===== src/design/per_pixel_phase_biquad_filter_core_defines.svh =====
// Assertion macros shared by the phase biquad filter core.
`ifndef PER_PIXEL_PHASE_BIQUAD_FILTER_CORE_DEFINES_SVH
`define PER_PIXEL_PHASE_BIQUAD_FILTER_CORE_DEFINES_SVH

// Check a property on every clock edge outside reset.
`define PPBQ_ASSERT_ALWAYS(lbl, prop, msg) \
    lbl: assert property (@(posedge i_clk) disable iff (!i_rst_n) (prop)) else $error(msg);

// Check that a condition leads to a consequence in the next cycle.
`define PPBQ_ASSERT_NEXT(lbl, ante, cons, msg) \
    lbl: assert property (@(posedge i_clk) disable iff (!i_rst_n) (ante) |=> (cons)) \
        else $error(msg);

`endif


===== src/design/ppbq_pkg.sv =====
// Types, constants and helpers of the phase biquad filter core.
package ppbq_pkg;

    localparam int DEF_PIXEL_COUNT    = 65536;
    localparam int DEF_COEF_FRAC_BITS = 14;

    localparam int PIXEL_ADDR_W = 16;
    localparam int SAMPLE_W     = 16;
    localparam int WORD_W       = 32;
    localparam int COEF_W       = 18;
    localparam int PROD_W       = WORD_W + COEF_W;
    localparam int SUM_W        = PROD_W + 4;

    // Stages between the state read and the write back in a lane.
    localparam int LANE_LAT  = 5;
    // Result queue depth, also the limit on transactions in flight.
    localparam int OUT_DEPTH = 8;

    // Configuration port.
    localparam int CFG_ADDR_W = 5;
    localparam int CFG_DATA_W = 32;
    localparam int REG_IDX_W  = 3;
    localparam logic [REG_IDX_W-1:0] REG_B0 = 3'd0;
    localparam logic [REG_IDX_W-1:0] REG_B1 = 3'd1;
    localparam logic [REG_IDX_W-1:0] REG_B2 = 3'd2;
    localparam logic [REG_IDX_W-1:0] REG_A1 = 3'd3;
    localparam logic [REG_IDX_W-1:0] REG_A2 = 3'd4;

    localparam logic signed [COEF_W-1:0] COEF_B0_RESET = 18'sd16384;

    // Input operations.
    localparam logic OP_FILTER = 1'b0;
    localparam logic OP_CLEAR  = 1'b1;

    localparam logic signed [SUM_W-1:0] SAT_HI = SUM_W'(2147483647);
    localparam logic signed [SUM_W-1:0] SAT_LO = -SAT_HI - SUM_W'(1);

    typedef struct packed {
        logic signed [COEF_W-1:0] b0;
        logic signed [COEF_W-1:0] b1;
        logic signed [COEF_W-1:0] b2;
        logic signed [COEF_W-1:0] a1;
        logic signed [COEF_W-1:0] a2;
    } t_coef;

    typedef struct packed {
        logic signed [WORD_W-1:0] acc;
        logic signed [WORD_W-1:0] d1;
        logic signed [WORD_W-1:0] d2;
    } t_state;

    typedef struct packed {
        logic en;
        logic zero;
    } t_wr_ctl;

    typedef struct packed {
        logic        [PIXEL_ADDR_W-1:0] pixel_out_addr;
        logic signed [WORD_W-1:0]       out_cos;
        logic signed [WORD_W-1:0]       out_sin;
    } t_result;

    function automatic logic signed [WORD_W-1:0] sat_word(input logic signed [SUM_W-1:0] x);
        logic signed [WORD_W-1:0] r;
        if (x > SAT_HI) begin
            r = SAT_HI[WORD_W-1:0];
        end else if (x < SAT_LO) begin
            r = SAT_LO[WORD_W-1:0];
        end else begin
            r = x[WORD_W-1:0];
        end
        return r;
    endfunction

endpackage


===== src/design/ppbq_out_fifo.sv =====
// Result queue between the filter pipeline and the output channel.
module ppbq_out_fifo #(
    parameter int DEPTH = ppbq_pkg::OUT_DEPTH
) (
    input  logic              i_clk,
    input  logic              i_rst_n,
    input  logic              i_push,
    input  ppbq_pkg::t_result i_data,
    input  logic              i_pop,
    output logic              o_valid,
    output ppbq_pkg::t_result o_data
);
    import ppbq_pkg::*;

    localparam int PTR_W = (DEPTH > 1) ? $clog2(DEPTH) : 1;
    localparam int CNT_W = $clog2(DEPTH + 1);
    localparam logic [PTR_W-1:0] PTR_LAST = PTR_W'(DEPTH - 1);

    t_result           r_buf [DEPTH];
    logic [PTR_W-1:0]  r_wr_ptr, r_rd_ptr;
    logic [CNT_W-1:0]  r_count;
    logic              w_pop;

    assign w_pop   = i_pop && (r_count != '0);
    assign o_valid = (r_count != '0);
    assign o_data  = r_buf[r_rd_ptr];

    always_ff @(posedge i_clk) begin
        if (i_push) begin
            r_buf[r_wr_ptr] <= i_data;
        end
    end

    always_ff @(posedge i_clk) begin
        if (!i_rst_n) begin
            r_wr_ptr <= '0;
            r_rd_ptr <= '0;
            r_count  <= '0;
        end else begin
            if (i_push) begin
                r_wr_ptr <= (r_wr_ptr == PTR_LAST) ? '0 : r_wr_ptr + PTR_W'(1);
            end
            if (w_pop) begin
                r_rd_ptr <= (r_rd_ptr == PTR_LAST) ? '0 : r_rd_ptr + PTR_W'(1);
            end
            case ({i_push, w_pop})
                2'b10:   r_count <= r_count + CNT_W'(1);
                2'b01:   r_count <= r_count - CNT_W'(1);
                default: r_count <= r_count;
            endcase
        end
    end

endmodule


===== config.mk =====
export PLATFORM = sky130hd
export DESIGN_NAME = ppbq_out_fifo
export DESIGN_NICKNAME = d
export VERILOG_FILES = /design/src/design/per_pixel_phase_biquad_filter_core_defines.svh /design/src/design/ppbq_pkg.sv /design/src/design/ppbq_out_fifo.sv
export SDC_FILE = /design/constraint.sdc
export NUM_CORES = 1
export LEC_CHECK = 0
export ABC_CLOCK_PERIOD_IN_PS = 14500
export BUFFER_PORTS_ARGS = -buffer_cell sky130_fd_sc_hd__buf_2
export CORE_UTILIZATION = 35
export DETAILED_ROUTE_END_ITERATION = 8
export GPL_TIMING_DRIVEN = 0
export PLACE_DENSITY = 0.49
export SETUP_SLACK_MARGIN = 0.1
export SLEW_MARGIN = 5
export SYNTH_ARGS = -nofsm -noshare
export SYNTH_HDL_FRONTEND = slang
export SYNTH_SLANG_ARGS = --single-unit

===== constraint.sdc =====
create_clock -name i_clk -period 14.5 [get_ports i_clk]
set_input_delay 2.175 -clock i_clk [delete_from_list [all_inputs] [get_ports i_clk]]
set_output_delay 2.175 -clock i_clk [all_outputs]
set_load 0.01 [all_outputs]

==> flow_summary.rst, run 1 <==
.. list-table::
   :header-rows: 1

   * - Metric
     - Value
   * - Outcome
     - complete, no violations
   * - RSZ-0062 raised after global routing
     - no
   * - Final-report setup violation count
     - 0
   * - Share of total power in the clock network
     - 36.0%
   * - Resized Gates After CTS
     - 0
   * - Post-synthesis sequential element count
     - 653
   * - Cell type contributing the most total cell area after synthesis
     - edfxtp_1
   * - Simple-Gate Fraction of Synth Area
     - 0.690%
   * - Placed wire-length estimate
     - 34.8 mm
   * - Final Cycle Share
     - 36.4%
   * - FFs w/ async S/R, synth
     - 0%
   * - Switching part of the total power
     - 24.0%
   * - Chip Height
     - 267 µm
   * - Most used DFF post-synth
     - edfxtp_1
   * - Wire per inst
     - 24.4 µm
   * - Number of library cell types mapped by synthesis
     - 30
   * - Number of instances in the synthesized netlist
     - 999
   * - Setup Slack @ Placement
     - 9750 ps
   * - Post-detailed-route count of antenna-violating nets
     - 0
   * - Power share of the sequential group
     - 45.5%
   * - Root cell of the clock tree
     - clkbuf_16
   * - Area growth syn-to-layout
     - 20.4%
   * - Floorplan die width
     - 267 µm
   * - Share of post-route cells with drive strength above 1
     - 43.6%
   * - Worst Setup End Kind
     - primary output
   * - Internal power component
     - 0.00357 W
   * - Compound-gate portion of the synthesized area
     - 0.254%
   * - Syn avg cell area
     - 24.7 µm²
   * - Total gr overflow
     - 0
   * - Endpoints failing hold
     - 0
   * - Max IR drop VDD
     - 0.0000629 V
   * - Number of H-tree levels
     - 3
   * - Portion of total power attributed to combinational logic
     - 18.5%
   * - Overall die area
     - 71500 µm²
   * - Largest buffer count on any clock path
     - 3
   * - Xor/xnor cell area share of the yosys netlist
     - 0.107%
   * - DRC violation count after routing
     - 0
   * - YS warnings
     - 0
   * - TritonCTS clock tree
     - built
   * - Number of antenna violations at the first check in global routing
     - 16
   * - Top post-synthesis cells by count
     - edfxtp_1, mux4_2, mux2_2
   * - Yosys top cell area share
     - 77.9%
   * - Routed wire length
     - 55.2 mm
   * - Post-synthesis mux area share
     - 18.5%
   * - Data required time at the worst endpoint
     - 12320 ps
   * - Leading post-synthesis cells by cell area
     - edfxtp_1, mux4_2, mux2_2
   * - Router iterations before antenna repair
     - 5
   * - Worst rel slew slack
     - 29.2%
   * - Top Ports
     - 165
   * - Count of max-cap constraint violations
     - 0
   * - Leak Pwr
     - 9.47 nW
   * - Vias
     - 11000
   * - Category of the worst setup path launch point
     - flip-flop
   * - Starting density of the core
     - 35.7%
   * - Later-pin clock latency in the skew report
     - 590 ps
   * - Routability-driven placement congestion ratio
     - 0.680
   * - Number of global-route vias before repair
     - 11800
   * - Clock slew at the register clock pins of the worst setup and hold paths
     - 50 ps
   * - I/O Buffers
     - 164
   * - Transition time at the pin with the least slew margin
     - 1060 ps
   * - Worst Hold Class
     - flip-flop to flip-flop
   * - Sink count of the clock tree
     - 653
   * - Power Dens Cells
     - 158 nW/µm²
   * - Initial DRC Count
     - 713
   * - Post-synthesis sequential area ratio
     - 79.0%
   * - Reg2Reg Setup Slack
     - 11790 ps
   * - Number of buffers added to fix hold violations after cts
     - 0
   * - Max Clk Rate
     - 189 MHz
   * - Number of flops mapped to enable cells by yosys
     - 640
   * - Net count of the mapped netlist
     - 1090
   * - Via-per-instance ratio
     - 4.89
   * - Combinational family with the most area after synthesis
     - multiplexers
   * - Post-Route Setup TNS
     - 0 ps
   * - First-pass GRT wire length
     - 79.9 mm
   * - Clock period minus worst slack
     - 5280 ps
   * - Count leader, synth
     - edfxtp_1
   * - Total Routing Usage GR
     - 15.7%
   * - Setup bufs post-CTS
     - 0
   * - Final setup skew
     - 19.9 ps
   * - Largest driver fanout on the critical path
     - 10
   * - Site row count
     - 96
   * - Number of nets in the final layout
     - 1374
   * - Synth Cell Area
     - 24700 µm²
   * - Net switching power
     - 0.00113 W
   * - Final slew viol count
     - 0
   * - Clock buffer count from CTS
     - 69
   * - Core footprint
     - 69200 µm²
   * - Hold slack final
     - 471 ps
   * - Post-Synth Adder-Cell Area
     - 0.355%
   * - Total design power
     - 0.00469 W
   * - Worst Path Arrival
     - 3110 ps
   * - Type of the worst setup path
     - flip-flop to primary output
   * - Fin worst setup slack
     - 9220 ps
   * - Pin count of the biggest net entering global routing
     - 24
cell usage in the layout (no fill, tap or decap), types with 2 or more instances in the layout:
| cell type | n |
|---|---|
| a21boi_0 | 2 |
| a21boi_1 | 2 |
| and2_1 | 2 |
| buf_1 | 2 |
| buf_12 | 16 |
| buf_16 | 10 |
| buf_2 | 181 |
| buf_4 | 5 |
| buf_6 | 28 |
| bufinv_16 | 5 |
| clkbuf_1 | 28 |
| clkbuf_16 | 73 |
| clkbuf_8 | 2 |
| clkinv_1 | 14 |
| clkinv_2 | 6 |
| clkinvlp_4 | 2 |
| dfxtp_1 | 13 |
| diode_2 | 2 |
| edfxtp_1 | 640 |
| ha_1 | 7 |
| inv_1 | 2 |
| mux2_2 | 81 |
| mux2i_1 | 4 |
| mux4_2 | 160 |
| nand2_1 | 9 |
| nand2b_1 | 4 |
| nor2_4 | 6 |
| nor2b_1 | 3 |
| nor3_2 | 2 |
| o21ai_0 | 2 |
| or3_1 | 2 |
| xor2_1 | 2 |
critical path, cell delays in order (launching register included):
cell     delay, ps
dfxtp_1        300
buf_2          230
buf_2          430
buf_1          660
mux4_2         420
mux2_2         330
buf_2          160
sequential cells by signal, indices dropped and copies added, names as in the netlist, named ones only:
register and flops:
r_wr_ptr 3, r_rd_ptr 3, r_buf 640, r_count 4
final timing paths:
check / from / to / cells past startpoint
max: flip-flop / o_data[8] / 6
min: r_count[3]$_SDFFE_PN0P_ / r_count[3]$_SDFFE_PN0P_ / 2
max reg2reg: r_count[1]$_SDFFE_PN0P_ / r_count[2]$_SDFFE_PN0P_ / 10
min reg2reg: r_count[3]$_SDFFE_PN0P_ / r_count[3]$_SDFFE_PN0P_ / 2
metrics by stage:
stage	std cells	util, %	area [µm²]
after floorplan	999	-	24700
after global placement	2094	38.5	26700
after detailed placement	2143	39.8	27500
after CTS	2256	42.9	29700
after global routing	2256	42.9	29700
final	2258	42.9	29700
final cells by class:
type | count | area (µm²)
tap | 931 | 1160
antenna | 2 | 5.00
multi-input combinational | 297 | 4960
sequential | 653 | 19500
clock buffer | 86 | 1900
timing repair buffer | 213 | 1660
buffer | 47 | 280
fill | 6058 | 39500
clock inverter | 27 | 248
inverter | 2 | 7.51
power groups by stage:
stage	sequential, W	combinational (W)	clock [W]
after detailed placement	0.00217	0.000899	0
after CTS	0.00213	0.000901	0.00174
after global routing	0.00214	0.000946	0.00181
after floorplan	0.00218	0.000592	0
after global placement	0.00219	0.000875	0
final	0.00213	0.000868	0.00169
kinds of logic after synthesis:
logic type | Yosys count
adders and majority gates | 7
muxes | 245
and+or+nand+nor | 33
buffers and inverters | 49
AOI/OAI and AO/OA | 9
DFF | 653
xor gates and xnor gates | 3
per-layer routing:
layer	wire (µm)	vias to the layer above	global-route usage (%)
met5	138	-	0
met1	24300	5848	21.1
met4	1020	22	4.63
met2	26700	223	25.3
met3	3060	98	3.89
li1	-	4853	-
Note: power is estimated with default switching activity, not from simulation.
==> inputs of run 2 (changes only) <==
- ABC_CLOCK_PERIOD_IN_PS: 14500 -> 5370
- clock period: 14.5 -> 5.37 ns (I/O delays scaled with it)
==> run 2 against run 1 <==
Total power rose to 2.8 times the previous value. Worst setup slack worse by 7700 ps. Final cell count up 0.18%. Critical path depth unchanged. Count of clock-buffer cells in the layout up 6. Die area unchanged. Sequential share of layout area down 0.31 points. Flip-flop and latch count unchanged. First-iteration DRC count up 2.4%. Via count up 0.43%. Critical endpoint is now o_data[54]. Largest power group unchanged.
==> flow_summary.rst, run 2 (same netlist as run 1, synthesis figures left out) <==
.. list-table::
   :header-rows: 1

   * - Metric
     - Value
   * - Final-report setup violation count
     - 0 (unchanged)
   * - Number of nets in the final layout
     - 1367 (was 1374)
   * - Biggest register
     - r_buf (unchanged)
   * - Number of H-tree levels
     - 3 (unchanged)
   * - Clock slew at the register clock pins of the worst setup and hold paths
     - 60 ps (was 50 ps)
   * - Cell at the slowest stage of the critical path
     - clkbuf_1 (was buf_1)
   * - Number of buffers added to fix hold violations after cts
     - 0 (unchanged)
   * - TritonCTS clock tree
     - built (unchanged)
   * - Number of antenna violations at the first check in global routing
     - 10 (was 16)
   * - Worst Path Arrival
     - 3050 ps (was 3110 ps)
   * - Routability-driven placement congestion ratio
     - 0.668 (was 0.680)
   * - Setup bufs post-CTS
     - 0 (unchanged)
   * - Setup Slack @ Placement
     - 2050 ps (was 9750 ps)
   * - Area taken by multi-input logic gates
     - 4970 µm² (was 4960 µm²)
   * - Reg2Reg Launch Point
     - r_count[1]$_SDFFE_PN0P_ (unchanged)
   * - Category of the worst setup path launch point
     - flip-flop (unchanged)
   * - Post-Route Setup TNS
     - 0 ps (unchanged)
   * - Wire per inst
     - 23.7 µm (was 24.4 µm)
   * - Placed cell count
     - 2132 (was 2143)
   * - Most common library cell in the layout ignoring fill and taps
     - edfxtp_1 (unchanged)
   * - Initial DRC Count
     - 730 (was 713)
   * - Final slew viol count
     - 0 (unchanged)
   * - Area taken by flip-flops and latches
     - 19500 µm² (unchanged)
   * - Transition time at the pin with the least slew margin
     - 948 ps (was 1060 ps)
   * - Floorplan die width
     - 267 µm (unchanged)
   * - Cell area after placement
     - 27500 µm² (about the same)
   * - Outcome
     - complete, no violations (unchanged)
   * - Worst rel slew slack
     - 36.8% (was 29.2%)
   * - Vias
     - 11100 (was 11000)
   * - RSZ-0062 raised after global routing
     - no (unchanged)
   * - Root cell of the clock tree
     - clkbuf_16 (unchanged)
   * - Largest driver fanout on the critical path
     - 10 (unchanged)
   * - Most frequent CP cell
     - buf_2 (unchanged)
   * - Chip Height
     - 267 µm (unchanged)
   * - Total gr overflow
     - 0 (unchanged)
   * - Clock period minus worst slack
     - 3850 ps
   * - Non-filler cells in the finished layout
     - 2262 (was 2258)
   * - Number of global-route vias before repair
     - 11600 (was 11800)
   * - Type of the worst setup path
     - flip-flop to primary output (unchanged)
   * - Total design power
     - 0.0129 W (was 0.00469 W)
   * - Post-detailed-route count of antenna-violating nets
     - 0 (unchanged)
   * - Slowest cell delay on critical path
     - 620 ps (was 660 ps)
   * - Core footprint
     - 69200 µm² (unchanged)
   * - Share of post-route cells with drive strength above 1
     - 43.2% (was 43.6%)
   * - Total Routing Usage GR
     - 15.3% (was 15.7%)
   * - Starting density of the core
     - 35.7% (unchanged)
   * - Max IR drop VDD
     - 0.000206 V (was 0.0000629 V)
   * - Cell family contributing the most delay on the critical path
     - buffers and inverters (unchanged)
   * - Final Cycle Share
     - 71.8%
   * - Routed wire length
     - 53.5 mm (was 55.2 mm)
   * - Finished layout cell area
     - 29800 µm² (was 29700 µm²)
   * - Overall die area
     - 71500 µm² (unchanged)
   * - Count of max-cap constraint violations
     - 0 (unchanged)
   * - Top Ports
     - 165 (unchanged)
   * - Router iterations before antenna repair
     - 7 (was 5)
   * - Area growth syn-to-layout
     - 20.9% (was 20.4%)
   * - Buffers plus inverters on the worst setup path
     - 4 (unchanged)
   * - Site row count
     - 96 (unchanged)
   * - DRC violation count after routing
     - 0 (unchanged)
   * - Largest buffer count on any clock path
     - 3 (unchanged)
   * - Power Dens Cells
     - 433 nW/µm² (was 158 nW/µm²)
   * - Leak Pwr
     - 9.51 nW (was 9.47 nW)
   * - Data required time at the worst endpoint
     - 4560 ps (was 12320 ps)
   * - Number of flip-flops under the largest register name
     - 640 (unchanged)
   * - Endpoints failing hold
     - 0 (unchanged)
   * - First-pass GRT wire length
     - 78.3 mm (was 79.9 mm)
   * - Highest-count cells in the layout ignoring fill and taps
     - edfxtp_1, buf_2, mux4_2, mux2_2, clkbuf_16 (unchanged)
   * - Regs by FF count
     - r_buf (640), r_count (4) (unchanged)
   * - Placed wire-length estimate
     - 33.8 mm (was 34.8 mm)
   * - Sink count of the clock tree
     - 653 (unchanged)
   * - Worst Setup End Kind
     - primary output (unchanged)
   * - Total of fill cells in the finished design
     - 5977 (was 6058)
   * - Max Clk Rate
     - 259 MHz
   * - Via-per-instance ratio
     - 4.90 (was 4.89)
   * - Fin worst setup slack
     - 1520 ps (was 9220 ps)
   * - Critical hold path startpoint
     - i_data[71] (was r_count[3]$_SDFFE_PN0P_)
   * - Clock buffer count from CTS
     - 73 (was 69)
   * - Worst Hold Class
     - input port to flip-flop (was flip-flop to flip-flop)
   * - Later-pin clock latency in the skew report
     - 610 ps (was 590 ps)
   * - I/O Buffers
     - 164 (unchanged)
   * - Final setup skew
     - 15.6 ps (was 19.9 ps)
   * - Resized Gates After CTS
     - 0 (unchanged)
   * - Pin count of the biggest net entering global routing
     - 24 (unchanged)
   * - Critical path, cell by cell
     - buf_2 > buf_2 > clkbuf_1 > mux4_2 > mux2_2 > buf_2 (was buf_2 > buf_2 > buf_1 > mux4_2 > mux2_2 > buf_2)
==> run 2: changes by cell type in the layout (fill, tap and decap cells not counted), sizes merged <==
cell,before,now
diode,2,1
buf,243,232
clkbuf,103,109
inv,2,7
clkinvlp,2,1
bufinv,5,7
clkinv,20,24
==> run 2: worst paths after layout <==
kind,endpoint,slack [ps],depth (start not counted)
hold reg to reg,r_count[3]$_SDFFE_PN0P_,480,2
hold / removal,r_buf[7][71]$_DFFE_PP_,460,1
setup / recovery,o_data[54],1520,6
setup reg to reg,r_count[2]$_SDFFE_PN0P_,2650,10
==> run 2: power breakdown <==
group	switching (W)	total [W]	leakage [nW]	internal, W
combinational	0.00115	0.00234	2.47	0.00119
sequential	0.0000416	0.00577	5.92	0.00572
clock	0.00195	0.00480	1.12	0.00285
==> run 2: metal layers <==
metal  track usage, %  part of all wire [%]
met5                0                  0.18
met4             4.22                   2.0
met3             3.53                   5.0
met2             23.8                    47
met1             21.4                    45
==> run 2: final cells by class <==
| type | instances | area share (%) |
|---|---|---|
| Tap cell | 931 | 3.90 |
| Sequential cell | 653 | 65.3 |
| Buffer | 47 | 0.939 |
| Clock inverter | 37 | 1.33 |
| Inverter | 2 | 0.0252 |
| Timing Repair Buffer | 202 | 5.49 |
| Clock buffer | 92 | 6.36 |
| Multi-Input combinational cell | 297 | 16.7 |
| Antenna cell | 1 | 0.00839 |
==> run 2: per-stage QoR <==
step / utilization [%] / hold slack [ps]
2_1_floorplan: - / 437
3_3_place_gp: 38.5 / 459
3_5_place_dp: 39.8 / 472
4_1_cts: 43.1 / 414
5_1_grt: 43.1 / 440
6_report: 43.1 / 464
==> inputs of run 3 (changes only) <==
- ABC_CLOCK_PERIOD_IN_PS: 5370 -> 3430
- PLACE_DENSITY: 0.49 -> 0.51
- clock period: 5.37 -> 3.43 ns (I/O delays scaled with it)
==> run 3 against run 2 <==
Register-to-register slack worse by 1900 ps. Core utilization down 0.17 points. Final cell count about the same. Design area down 0.40%. Combinational power up 56%. Clock skew down 4.5 ps. Via count about the same. Global-route usage up 0.30 points. Die area unchanged. Critical path type unchanged. Critical endpoint is now o_data[46].
==> flow_summary.rst, run 3 (same netlist as run 1, synthesis figures left out) <==
.. list-table::
   :header-rows: 1

   * - Metric
     - Value
   * - Outcome
     - complete, no violations (unchanged)
   * - Routability-driven placement congestion ratio
     - 0.662 (was 0.668)
   * - Top Ports
     - 165 (unchanged)
   * - Setup bufs post-CTS
     - 0 (unchanged)
   * - Length in cells of the worst reg-to-reg path
     - 10 (unchanged)
   * - Type of the worst setup path
     - flip-flop to primary output (unchanged)
   * - Total Routing Usage GR
     - 15.5% (was 15.3%)
   * - Transition time at the pin with the least slew margin
     - 824 ps (was 948 ps)
   * - Floorplan die width
     - 267 µm (unchanged)
   * - TritonCTS clock tree
     - built (unchanged)
   * - Worst Path Arrival
     - 2670 ps (was 3050 ps)
   * - Most common library cell in the layout ignoring fill and taps
     - edfxtp_1 (unchanged)
   * - Final setup skew
     - 11.2 ps (was 15.6 ps)
   * - Number of antenna violations at the first check in global routing
     - 7 (was 10)
   * - Endpoints failing hold
     - 0 (unchanged)
   * - Power Dens Cells
     - 664 nW/µm² (was 433 nW/µm²)
   * - Clock slew at the register clock pins of the worst setup and hold paths
     - 60 ps (about the same)
   * - Slowest cell delay on critical path
     - 800 ps (was 620 ps)
   * - I/O Buffers
     - 164 (unchanged)
   * - Overall die area
     - 71500 µm² (unchanged)
   * - Cell area after placement
     - 27600 µm² (was 27500 µm²)
   * - Router iterations before antenna repair
     - 5 (was 7)
   * - Starting density of the core
     - 35.7% (unchanged)
   * - Max IR drop VDD
     - 0.000290 V (was 0.000206 V)
   * - Root cell of the clock tree
     - clkbuf_16 (unchanged)
   * - Final slew viol count
     - 0 (unchanged)
   * - Hold path cells
     - 1 (unchanged)
   * - Via-per-instance ratio
     - 4.91 (was 4.90)
   * - Regs by FF count
     - r_buf (640), r_count (4) (unchanged)
   * - Initial DRC Count
     - 604 (was 730)
   * - Worst Setup End Kind
     - primary output (unchanged)
   * - Routed wire length
     - 54.4 mm (was 53.5 mm)
   * - Largest buffer count on any clock path
     - 3 (unchanged)
   * - RSZ-0062 raised after global routing
     - no (unchanged)
   * - Clock buffer count from CTS
     - 70 (was 73)
   * - Worst rel slew slack
     - 45.1% (was 36.8%)
   * - Pin count of the biggest net entering global routing
     - 23 (was 24)
   * - Vias
     - 11100 (about the same)
   * - Later-pin clock latency in the skew report
     - 580 ps (was 610 ps)
   * - Biggest register
     - r_buf (unchanged)
   * - Sink count of the clock tree
     - 653 (unchanged)
   * - Category of the worst setup path launch point
     - flip-flop (unchanged)
   * - Number of flip-flops under the largest register name
     - 640 (unchanged)
   * - DRC violation count after routing
     - 0 (unchanged)
   * - Chip Height
     - 267 µm (unchanged)
   * - Worst Hold Class
     - input port to flip-flop (unchanged)
   * - Leak Pwr
     - 9.46 nW (was 9.51 nW)
   * - Finished layout cell area
     - 29700 µm² (was 29800 µm²)
   * - Final-report setup violation count
     - 0 (unchanged)
   * - Area growth syn-to-layout
     - 20.5% (was 20.9%)
   * - Post-detailed-route count of antenna-violating nets
     - 0 (unchanged)
   * - Final Cycle Share
     - 92.8%
   * - Largest driver fanout on the critical path
     - 10 (unchanged)
   * - Cell at the slowest stage of the critical path
     - dfxtp_1 (was clkbuf_1)
   * - Placed wire-length estimate
     - 33.4 mm (was 33.8 mm)
   * - Total gr overflow
     - 0 (unchanged)
   * - First-pass GRT wire length
     - 79.9 mm (was 78.3 mm)
   * - Wire per inst
     - 24.0 µm (was 23.7 µm)
   * - Total of fill cells in the finished design
     - 6058 (was 5977)
   * - Count of max-cap constraint violations
     - 0 (unchanged)
   * - Utilization after layout
     - 43.0% (was 43.1%)
   * - Critical path, cell by cell
     - clkbuf_1 > mux2_2 > buf_2 (was buf_2 > buf_2 > clkbuf_1 > mux4_2 > mux2_2 > buf_2)
   * - Number of nets in the final layout
     - 1366 (was 1367)
   * - Core footprint
     - 69200 µm² (unchanged)
   * - Highest-count cells in the layout ignoring fill and taps
     - edfxtp_1, buf_2, mux4_2, mux2_2, clkbuf_16 (unchanged)
   * - Clock period minus worst slack
     - 3180 ps
   * - Number of H-tree levels
     - 3 (unchanged)
   * - Share of post-route cells with drive strength above 1
     - 43.1% (was 43.2%)
   * - Site row count
     - 96 (unchanged)
   * - Data required time at the worst endpoint
     - 2920 ps (was 4560 ps)
   * - Number of global-route vias before repair
     - 12000 (was 11600)
   * - Max Clk Rate
     - 314 MHz
[run 3: worst paths after layout]
path / from / to / slack (ps)
setup / recovery: flip-flop / o_data[46] / 250
hold / removal: i_data[13] / r_buf[5][13]$_DFFE_PP_ / 200
setup reg to reg: r_count[1]$_SDFFE_PN0P_ / r_count[2]$_SDFFE_PN0P_ / 740
hold reg to reg: r_count[3]$_SDFFE_PN0P_ / r_count[3]$_SDFFE_PN0P_ / 470
[run 3: metrics by stage]
| step | power, W | instances | setup TNS [ps] | setup WS [ps] | hold slack [ps] |
|---|---|---|---|---|---|
| after floorplan | 0.0117 | 999 | -634260 | -1070 | 437 |
| after CTS | 0.0201 | 2259 | 0 | 132 | 155 |
| after detailed placement | 0.0130 | 2135 | 0 | 404 | 466 |
| after global routing | 0.0205 | 2259 | 0 | 115 | 188 |
| final | 0.0197 | 2260 | 0 | 247 | 197 |
| after global placement | 0.0129 | 2094 | -3411140 | -5560 | 454 |
[run 3: what timing repair did]
item / 4_1_cts / 5_1_grt
hold buffers: 0 / 0
endpoints found under the setup margin: 80 / 0
gates resized for setup: 4 / 0
[run 3: area by class of cell]
class                      instances  area [µm²]  share of cell area (%)
sequential                       653       19500                    65.5
multi-input combinational        297        4970                    16.7
clock buffer                      91        1890                    6.37
timing repair buffer             205        1690                    5.68
tap                              931        1160                    3.92
buffer                            46         283                   0.952
clock inverter                    34         229                   0.770
inverter                           2        7.51                  0.0253
antenna                            1        2.50                 0.00842
[run 3: layer usage]
metal  GRT usage (%)  routed length [µm]  part of all wire, %  vias up
met5               0                  58                 0.11        -
met4            4.63                1020                  1.9       10
met3            3.45                2620                  4.8       87
met2            25.4               26400                   49      221
met1            20.8               24300                   45     5941
li1                -                   -                    -     4842
[run 3: report_power, final]
group          internal (W)  switching [W]  total, W  leakage [nW]
sequential          0.00896      0.0000646   0.00903          5.92
clock               0.00411        0.00294   0.00705          1.03
combinational       0.00188        0.00179   0.00366          2.51
[run 3: critical path: cells and delay by family (launching register included)]
| family | cells | cell delay [ps] |
|---|---|---|
| multiplexers | 1 | 470 |
| flip-flops | 1 | 800 |
| buffers and inverters | 2 | 810 |
